**src/rtl/core/es2c_pkg.sv**
```systemverilog
// shared types and constants for the epoch seconds to calendar converter
`timescale 1ns / 1ps
`default_nettype none
package es2c_pkg;

  localparam int unsigned SecsInDay  = 86400;
  localparam int unsigned SecsInHour = 3600;
  localparam int unsigned SecsInMin  = 60;
  // day number offset so that every 32-bit input gives a non-negative day
  localparam int unsigned DayBias    = 24856;

  typedef struct packed {
    logic [16:0] tod;
    logic [15:0] day;
  } split_t;

  typedef struct packed {
    logic [5:0] second;
    logic [5:0] minute;
    logic [4:0] hour;
    logic [2:0] weekday;
    logic [7:0] yoff;
    logic [8:0] yday;
    logic [4:0] mday;
    logic [3:0] month;
  } cal_t;

  // cumulative days before each month, plus one from March on in a leap year
  function automatic logic [8:0] month_start(input logic [3:0] m, input logic leap);
    logic [8:0] v;
    case (m)
      4'd0: v = 9'd0;
      4'd1: v = 9'd31;
      4'd2: v = 9'd59;
      4'd3: v = 9'd90;
      4'd4: v = 9'd120;
      4'd5: v = 9'd151;
      4'd6: v = 9'd181;
      4'd7: v = 9'd212;
      4'd8: v = 9'd243;
      4'd9: v = 9'd273;
      4'd10: v = 9'd304;
      4'd11: v = 9'd334;
      default: v = 9'd0;
    endcase
    if (leap && m >= 4'd2) v = v + 9'd1;
    return v;
  endfunction

endpackage
`default_nettype wire

```
**src/rtl/core/es2c_split.sv**
```systemverilog
// seconds to biased day number and time of day, three stages
`timescale 1ns / 1ps
`default_nettype none
module es2c_split
  import es2c_pkg::*;
(
  input  wire logic        clk,
  input  wire logic        rst,
  input  wire logic        en,
  input  wire logic        in_valid,
  input  wire logic [31:0] secs,
  output logic             out_valid,
  output split_t           out
);
  // biased seconds: t + DayBias*86400 is non-negative and needs 33 bits
  localparam logic [32:0] Bias = 33'(DayBias) * 33'(SecsInDay);
  // reciprocal 2^48/86400 rounded up
  localparam logic [31:0] Recip = 32'd3257812231;

  logic        v1, v2;
  logic [32:0] u1;
  logic [32:0] u2;
  logic [63:0] prod2;
  logic [15:0] q2;
  logic [32:0] r2;

  always_ff @(posedge clk) begin
    if (rst) begin
      v1 <= 1'b0;
      v2 <= 1'b0;
      out_valid <= 1'b0;
    end else if (en) begin
      v1 <= in_valid;
      v2 <= v1;
      out_valid <= v2;
    end
  end

  always_ff @(posedge clk) begin
    if (en) begin
      u1 <= {{1{secs[31]}}, secs} + Bias;
      u2 <= u1;
      prod2 <= 64'(u1) * 64'(Recip);
    end
  end

  always_comb begin
    q2 = prod2[63:48];
    r2 = u2 - 33'(q2) * 33'(SecsInDay);
  end

  always_ff @(posedge clk) begin
    if (en) begin
      if (r2 >= 33'(SecsInDay)) begin
        out.day <= q2 + 16'd1;
        out.tod <= 17'(r2 - 33'(SecsInDay));
      end else begin
        out.day <= q2;
        out.tod <= r2[16:0];
      end
    end
  end
endmodule
`default_nettype wire

```
**src/rtl/core/es2c_fields.sv**
```systemverilog
// time of day, weekday, year and month, several stages
`timescale 1ns / 1ps
`default_nettype none
module es2c_fields
  import es2c_pkg::*;
(
  input  wire logic clk,
  input  wire logic rst,
  input  wire logic en,
  input  wire logic in_valid,
  input  split_t    in,
  output logic      out_valid,
  output cal_t      out
);
  // reciprocals, rounded up: 2^27/3600, 2^23/60, 2^19/7, 2^26/1461
  localparam logic [31:0] HourRecip = 32'd37283;
  localparam logic [33:0] MinRecip  = 34'd139811;
  localparam logic [31:0] WeekRecip = 32'd74899;
  localparam logic [31:0] YearRecip = 32'd45934;

  logic        v1, v2, v3;
  logic [15:0] dd;
  logic [15:0] dw;
  logic [31:0] hprod;
  logic [33:0] mprod;
  logic [31:0] wprod;
  logic [31:0] yprod;
  logic [16:0] tod1;
  logic [4:0]  h1;
  logic [10:0] mod1;
  logic [15:0] dw1;
  logic [12:0] wq1;
  logic [15:0] d1;
  logic [5:0]  yc1;
  logic [5:0]  mi2, s2;
  logic [4:0]  h2, h3;
  logic [5:0]  mi3, s3;
  logic [2:0]  w2, w3;
  logic [10:0] rd2;
  logic [5:0]  yc2;
  logic [7:0]  y3;
  logic [8:0]  yday3;
  logic        leap3;
  logic [4:0]  md;
  logic [3:0]  mo;
  logic [1:0]  c4;
  logic [8:0]  ydc;
  logic [7:0]  ycal;

  // 1901-01-01 is 25202 days before the epoch; biased day 0 is DayBias before it
  assign dd = in.day + 16'(25202) - 16'(DayBias);
  // 1901-01-01 was a Tuesday
  assign dw = dd + 16'd2;

  assign hprod = 32'(in.tod) * HourRecip;
  assign mprod = 34'(in.tod) * MinRecip;
  assign wprod = 32'(dw) * WeekRecip;
  assign yprod = 32'(dd) * YearRecip;

  always_ff @(posedge clk) begin
    if (rst) begin
      v1 <= 1'b0;
      v2 <= 1'b0;
      v3 <= 1'b0;
      out_valid <= 1'b0;
    end else if (en) begin
      v1 <= in_valid;
      v2 <= v1;
      v3 <= v2;
      out_valid <= v3;
    end
  end

  // stage 1: hour, minute of day, week and four-year quotients
  always_ff @(posedge clk) begin
    if (en) begin
      tod1 <= in.tod;
      h1 <= hprod[31:27];
      mod1 <= mprod[33:23];
      dw1 <= dw;
      wq1 <= wprod[31:19];
      d1 <= dd;
      yc1 <= yprod[31:26];
    end
  end

  // stage 2: remainders
  always_ff @(posedge clk) begin
    if (en) begin
      s2 <= 6'(tod1 - 17'(mod1) * 17'(SecsInMin));
      mi2 <= 6'(mod1 - 11'(h1) * 11'(SecsInMin));
      h2 <= h1;
      w2 <= 3'(dw1 - 16'(wq1) * 16'd7);
      rd2 <= 11'(d1 - 16'(yc1) * 16'd1461);
      yc2 <= yc1;
    end
  end

  // stage 3: year within the four-year cycle (no skipped leap in 1901..2099)
  always_comb begin
    if (rd2 >= 11'd1095) begin
      c4 = 2'd3;
      ydc = 9'(rd2 - 11'd1095);
    end else if (rd2 >= 11'd730) begin
      c4 = 2'd2;
      ydc = 9'(rd2 - 11'd730);
    end else if (rd2 >= 11'd365) begin
      c4 = 2'd1;
      ydc = 9'(rd2 - 11'd365);
    end else begin
      c4 = 2'd0;
      ydc = rd2[8:0];
    end
    ycal = 8'd1 + {yc2, 2'b00} + {6'd0, c4};
  end

  always_ff @(posedge clk) begin
    if (en) begin
      mi3 <= mi2;
      s3 <= s2;
      h3 <= h2;
      w3 <= w2;
      y3 <= ycal;
      yday3 <= ydc;
      leap3 <= (ycal[1:0] == 2'd0);
    end
  end

  // stage 4: month search over the cumulative table
  always_comb begin
    mo = 4'd0;
    for (int i = 1; i < 12; i++) begin
      if (yday3 >= month_start(4'(i), leap3)) mo = 4'(i);
    end
    md = 5'(yday3 - month_start(mo, leap3) + 9'd1);
  end

  always_ff @(posedge clk) begin
    if (en) begin
      out.second <= s3;
      out.minute <= mi3;
      out.hour <= h3;
      out.weekday <= w3;
      out.yoff <= y3;
      out.yday <= yday3;
      out.month <= mo;
      out.mday <= md;
    end
  end
endmodule
`default_nettype wire

```
**src/rtl/core/epoch_seconds_to_calendar.sv**
```systemverilog
// top level: signed epoch seconds to utc calendar fields
// each result passes through the registered stages of es2c_split and then those of es2c_fields
// throughput: one transaction per cycle, stalls freeze the whole pipeline
// while a result waits on the output the whole pipeline holds and input is refused
// reset (rst, synchronous) clears all valid bits; payload is not reset
`timescale 1ns / 1ps
`default_nettype none
module epoch_seconds_to_calendar
  import es2c_pkg::*;
(
  input  wire logic        clk,
  input  wire logic        rst,
  input  wire logic        in_valid,
  output logic             in_ready,
  input  wire logic [31:0] epoch_seconds,
  output logic             out_valid,
  input  wire logic        out_ready,
  output logic [5:0]       second,
  output logic [5:0]       minute,
  output logic [4:0]       hour,
  output logic [4:0]       month_day,
  output logic [3:0]       month,
  output logic [7:0]       years_since_1900,
  output logic [2:0]       weekday,
  output logic [8:0]       year_day
);
  logic   en;
  logic   sv, fv;
  split_t sp;
  cal_t   cal;

  assign en = !out_valid || out_ready;
  assign in_ready = en;

  es2c_split u_split (
    .clk(clk), .rst(rst), .en(en), .in_valid(in_valid && en),
    .secs(epoch_seconds), .out_valid(sv), .out(sp)
  );

  es2c_fields u_fields (
    .clk(clk), .rst(rst), .en(en), .in_valid(sv),
    .in(sp), .out_valid(fv), .out(cal)
  );

  assign out_valid = fv;
  assign second = cal.second;
  assign minute = cal.minute;
  assign hour = cal.hour;
  assign month_day = cal.mday;
  assign month = cal.month;
  assign years_since_1900 = cal.yoff;
  assign weekday = cal.weekday;
  assign year_day = cal.yday;

  a_hold: assert property (@(posedge clk) disable iff (rst)
    out_valid && !out_ready |=> out_valid && $stable(year_day))
    else $error("result changed while stalled");
  a_range: assert property (@(posedge clk) disable iff (rst)
    out_valid |-> second < 6'd60 && minute < 6'd60 && hour < 5'd24)
    else $error("time of day out of range");
  a_mon: assert property (@(posedge clk) disable iff (rst)
    out_valid |-> month < 4'd12 && month_day != 5'd0 && weekday < 3'd7)
    else $error("date field out of range");
endmodule
`default_nettype wire

```
**config.mk**
```make
export PLATFORM = sky130hd
export DESIGN_NAME = epoch_seconds_to_calendar
export DESIGN_NICKNAME = d
export VERILOG_FILES = /design/src/rtl/core/es2c_pkg.sv /design/src/rtl/core/es2c_split.sv /design/src/rtl/core/es2c_fields.sv /design/src/rtl/core/epoch_seconds_to_calendar.sv
export SDC_FILE = /design/constraint.sdc
export NUM_CORES = 2
export LEC_CHECK = 0
export BUFFER_PORTS_ARGS = -buffer_cell sky130_fd_sc_hd__buf_2
export CAP_MARGIN = 0
export CORE_ASPECT_RATIO = 0.9
export CORE_MARGIN = 10
export CORE_UTILIZATION = 32
export DETAILED_ROUTE_END_ITERATION = 16
export GPL_TIMING_DRIVEN = 0
export PLACE_DENSITY = 0.57
export SETUP_SLACK_MARGIN = 0.15
export SYNTH_ARGS = -nofsm -noshare
export SYNTH_HDL_FRONTEND = slang
export SYNTH_SLANG_ARGS = --single-unit
```
**constraint.sdc**
```tcl
create_clock -name clk -period 21.7 [get_ports clk]
set_clock_uncertainty 0.15 [all_clocks]
set_input_delay 2.17 -clock clk [delete_from_list [all_inputs] [get_ports clk]]
set_output_delay 2.17 -clock clk [all_outputs]
set_load 0.02 [all_outputs]
```
-- Word-level counts from Yosys, hierarchy flattened
Memory sizes are Yosys's and may differ from the RTL's.
Cells that the tools add are included.
- flip-flop bits (word level): 346
- ROM bits: 144
- input bits: 36
- output and inout port bits: 48
- memories: 1
- $add $sub $neg: 19
- multiply operators: 10
- order comparisons: 16
- mux-type cells: 29
- reductions and logical operators: 5
- memories (memory ; depth ; width ; rd ports ; clocked after Yosys merged registers in ; wr ports ; line ; source):
    (no name shown) ; 16 ; 9 ; 1 ; 0 ; 0 ; es2c_pkg.sv:31 ; case (m)
- operators by type and width (operator ; number):
    multiplier 33 x 32 -> 64 bit (second input constant) ; 1
    >= comparator 9 x 8 -> 1 bit ; 4
    multiplier 17 x 18 -> 34 bit (second input constant) ; 1
    adder 33 x 32 -> 33 bit (second input constant) ; 1
    >= comparator 33 x 17 -> 1 bit (second input constant) ; 1
    two-way mux 33 bit ; 1
    subtractor 33 bit ; 1
    multiplier 16 x 17 -> 32 bit (second input constant) ; 1
    multiplier 17 x 16 -> 32 bit (second input constant) ; 1
    multiplier 16 x 15 -> 31 bit (second input constant) ; 1
    >= comparator 9 bit ; 3
    two-way mux 9 bit ; 3
    multiplier 16 x 10 -> 26 bit (second input constant) ; 1
    two-way mux 4 bit ; 5
    >= comparator 9 x 7 -> 1 bit ; 2
    two-way mux 3 bit ; 6
    subtractor 17 bit (second input constant) ; 1
    adder 16 x 1 -> 16 bit (second input constant) ; 1
    adder 16 x 15 -> 16 bit (second input constant) ; 1
    adder 16 x 2 -> 16 bit (second input constant) ; 1
    subtractor 16 x 15 -> 16 bit (second input constant) ; 1
    multiplier 13 x 3 -> 3 bit (second input constant) ; 1
    two-way mux 2 bit ; 6
    subtractor 6 bit ; 2
    24 further kinds ; 32

-- Depth between registers and ports, before layout
- word-level depth: 17
- depth in mapped cells: 33

-- Hierarchy
A second synthesis with hierarchy kept.
- cells, all modules: 4157
- area, all modules: 44772.9 um^2
- by module, submodules not included (module ; instances ; cells each ; area each (um^2)):
    es2c_split ; 1 ; 2201 ; 23097.2
    es2c_fields ; 1 ; 1954 ; 21653.3
    epoch_seconds_to_calendar ; 1 ; 2 ; 22.5

-- Worst setup path after synthesis
OpenSTA, ideal clock, no wires.
- path type: input port to output port
- start: input port out_ready
- end: output port in_ready
- arrival time: 7.859 ns
- data required time: 19.380 ns
- setup slack: 11.521 ns
- stages on the path: 3
- cell sequence: nor2b_1 -> clkbuf_1 -> inv_1
- cells in the longest elaborated chain, start to end: 1
- ends and longest elaborated chain (what ; line ; source):
    from (decl) ; epoch_seconds_to_calendar.sv:17 ; input wire logic out_ready,
    logical OR 1 bit ; epoch_seconds_to_calendar.sv:32 ; assign en = !out_valid || out_ready;
    to (decl) ; epoch_seconds_to_calendar.sv:14 ; output logic in_ready,
No other way between the ends.

-- Worst setup path in the final report
- start: register u_split.out[1] (netlist bit)
- end: register u_fields.yc1[5] (data pin)
- cells in the longest elaborated chain, start to end: 3
- ends and longest elaborated chain (what ; line ; source):
    from (decl) ; es2c_split.sv:13 ; output split_t out
    adder 16 x 15 -> 16 bit ; es2c_fields.sv:51 ; assign dd = in.day + 16'(25202) - 16'(DayBias);
    subtractor 16 x 15 -> 16 bit ; es2c_fields.sv:51 ;
    multiplier 16 x 15 -> 31 bit ; es2c_fields.sv:58 ; assign yprod = 32'(dd) * YearRecip;
    via u_fields.yprod[31] ; es2c_fields.sv:27 ; logic [31:0] yprod;
    to (signal assigned) ; es2c_fields.sv:83 ; yc1 <= yprod[31:26];
    to (decl) ; es2c_fields.sv:34 ; logic [5:0] yc1;
The timed path passes the listed nets, and every way through them passes these cells.
A chain may end at the register's enable or synchronous reset.

==> results.md <==
- Critical Path Max Stage Delay: 730 ps
- Number of gates resized after cts: 0
- Root Buffer: clkbuf_16
- Max-cap violations: 1
- Clk_lat worst skew: 560 ps
- Violated checks: max-capacitance violations, max-slew violations
- Die Width: 411 µm
- Synth Cell Area: 44000 µm²
- Yosys warnings: 0
- Worst r2r src: u_split.out[1]
- Routing usage on met2: 0.212
- Reg2Reg Setup Slack: 12720 ps
- Max FO, Critical Path: 11
- Worst min-delay path class: reg2reg
- Worst slew margin: -0.00625
- Share of cells above drive strength 1: 0.0400
- Family with the most delay on the worst path: adder cells
- Clock slew seen by the registers of the worst setup and hold paths: 60 ps
- Via Count: 27700
- Worst setup path class: reg2reg
- Pin slew with the least headroom to its limit: 1500 ps
- EDFF count, synth: 275
- Port bufs: 83
- CTS tree: built
- Largest net degree at the start of global routing: 120
- GPL Wtd Cong: 0.847
- WP buf/inv: 4
- Worst r2r path cells: 27
- Synthesized net count: 5747
- Tcrit/Tclk final: 0.414
- WL/cell: 15.7 µm
- Placed cell count: 6020
- Setup bufs post-CTS: 0
- Synth-to-Final Area Change: 8.98%
- Core ar.: 137000 µm²
- RSZ-0062 raised after global routing: no
- WL final: 95.8 mm
- Post-route minimum period: 8980 ps
- Busiest grt layer: met2
- I/O Pins: 84
- CTS max path bufs: 3
- Remaining DRCs: 0
- Setup tns final: 0 ps
- Async SR Flop Fraction: 0
- Synth Register Bits: 282
- Fmax: 111 MHz
- Vias in the first global route: 29400
- Hold Crit Endpoint: u_fields.w3[2]
- Die area: 153000 µm²
- CP Capture Type: register
- Hold buffers post-CTS: 0
- Hold path startpoint: u_fields.w2[2]
- CTS Sinks: 282
- Die height: 372 µm
- Final Hold Viols: 0
- Post-DP HPWL: 80.4 mm
- DRT iter0 DRCs: 1476
- R2R Path End: u_fields.yc1[5]
- Endpoints failing setup: 0
- Gr usage total: 0.129
- Slowest CP cell: xor2_1
- Syn Area/Cell: 10.7 µm²
- Status: complete, but fails checks
- Max-slew violations: 1
- Req. time, crit path: 21840 ps
- First-pass GRT wire length: 158 mm
- Met1 usage: 0.180
- DR pass1 iterations: 5
- Net count, final: 5870
- GR Layer Usage met3: 0.0189
- Distinct cells, synth: 74
- Most used cell, CP: fa_1
- Post-route ant nets: 0
- Initial core utilization: 0.321
- Total grt overflow: 0
- Hold Crit Depth: 0
- Total CTS buffers: 36
- Vias/cell: 4.55
- Mapped Cells: 4101
- Most used DFF post-synth: edfxtp_1
- Crit path launch type: register
- Sequential fraction of the synthesis area: 0.191
- Arrival @ worst endpoint: 9120 ps
- H-Tree Depth: 2
- Antenna violations before repair: 8
- Row count: 129
- Cell Count, Final, Fillers Out: 6090
-- registers in the layout, indices dropped and copies added (netlist names), 5 cells and up --
name,flops
u_fields.out,46
u_split.out,33
u_split.u1,33
u_split.u2,32
u_split.prod2,17
u_fields.d1,11
u_fields.rd2,11
u_fields.yday3,9
u_fields.y3,8
u_fields.mi2,6
u_fields.mi3,6
u_fields.mod1,6
u_fields.s2,6
u_fields.s3,6
u_fields.tod1,6
u_fields.yc1,6
u_fields.yc2,6
u_fields.h1,5
u_fields.h2,5
u_fields.h3,5
-- worst max-delay path by stage --
stage          cells past startpoint         endpoint  slack [ps]           start
2_1_floorplan                      3         in_ready       11520       out_ready
4_1_cts                           27  u_fields.yc1[5]       12610  u_split.out[1]
3_5_place_dp                      27  u_fields.yc1[5]       12680  u_split.out[1]
6_report                          27  u_fields.yc1[5]       12720  u_split.out[1]
3_3_place_gp                       5         in_ready        7840       out_ready
5_1_grt                           29  u_fields.yc1[5]       12100  u_split.out[2]
-- layout make-up --
class	instances	area, µm²
antenna	7	17.5
multi-input combinational	2712	31400
buffer	20	95.1
clock buffer	43	968
inverter	1087	4090
timing repair buffer	85	470
clock inverter	20	191
sequential	282	8400
tap	1834	2290
fill	13800	89100
-- cells in the final DEF, fill, tap and decap left out, types with 6 or more instances in the layout --
cell type  instances
a21o_1            67
and3_1            16
o211ai_1          14
nand4_1           26
or3_1              6
nor2b_1           17
nand2b_1          19
xnor2_1          152
edfxtp_1         275
o21ai_0           89
a21oi_1          136
clkbuf_1          19
xor2_1            66
ha_1            1033
nor3_1            30
o21bai_1          18
nand2_1          106
a21boi_0           9
o31ai_1            9
o21a_1            27
inv_1           1085
or2_2              7
diode_2            7
fa_1             577
nor4_1            14
a31oi_1           10
clkbuf_16         37
buf_2             84
a211oi_1          17
dfxtp_1            7
nand3_1           43
nor2_1           112
-- per-stage QoR --
step	setup WS (ps)	hold slack, ps	util	area (µm²)
2_1_floorplan	11520	250	-	44000
3_3_place_gp	7840	250	0.341	46700
3_5_place_dp	12680	255	0.341	46800
4_1_cts	12610	261	0.350	47900
5_1_grt	12100	272	0.350	47900
6_report	12720	256	0.350	48000
-- layer usage --
| metal | part of all wire | wire length, µm |
|---|---|---|
| met1 | 0.48 | 46000 |
| met2 | 0.46 | 43600 |
| met3 | 0.045 | 4280 |
| met4 | 0.019 | 1860 |
| met5 | 0.00023 | 22 |
-- kinds of logic after synthesis --
logic type / after synthesis / share of synthesized area
flip-flops: 282 / 0.191
multiplexers: 7 / 0.00171
adder cells (fa/ha/maj): 1610 / 0.556
AO/OA/AOI/OAI: 456 / 0.0667
XOR/XNOR: 218 / 0.0434
buffers and inverters: 1107 / 0.0949
AND/OR/NAND/NOR: 421 / 0.0463
-- synth_stat cells (18+ instances only) --
cell type	instances	area share
nor2_1	112	0.0096
a21oi_1	136	0.015
o21ai_0	89	0.010
xnor2_1	152	0.030
nor3_1	30	0.0034
xor2_1	66	0.013
edfxtp_1	275	0.19
fa_1	577	0.26
nand2b_1	19	0.0027
inv_1	1086	0.093
a21o_1	67	0.011
o21a_1	27	0.0046
nand3_1	43	0.0049
nand4_1	26	0.0037
o21bai_1	18	0.0031
ha_1	1033	0.29
nand2_1	106	0.0090
Power is not shown: default switching activity piles up to over one toggle a cycle in this logic, so the estimate is an artifact.
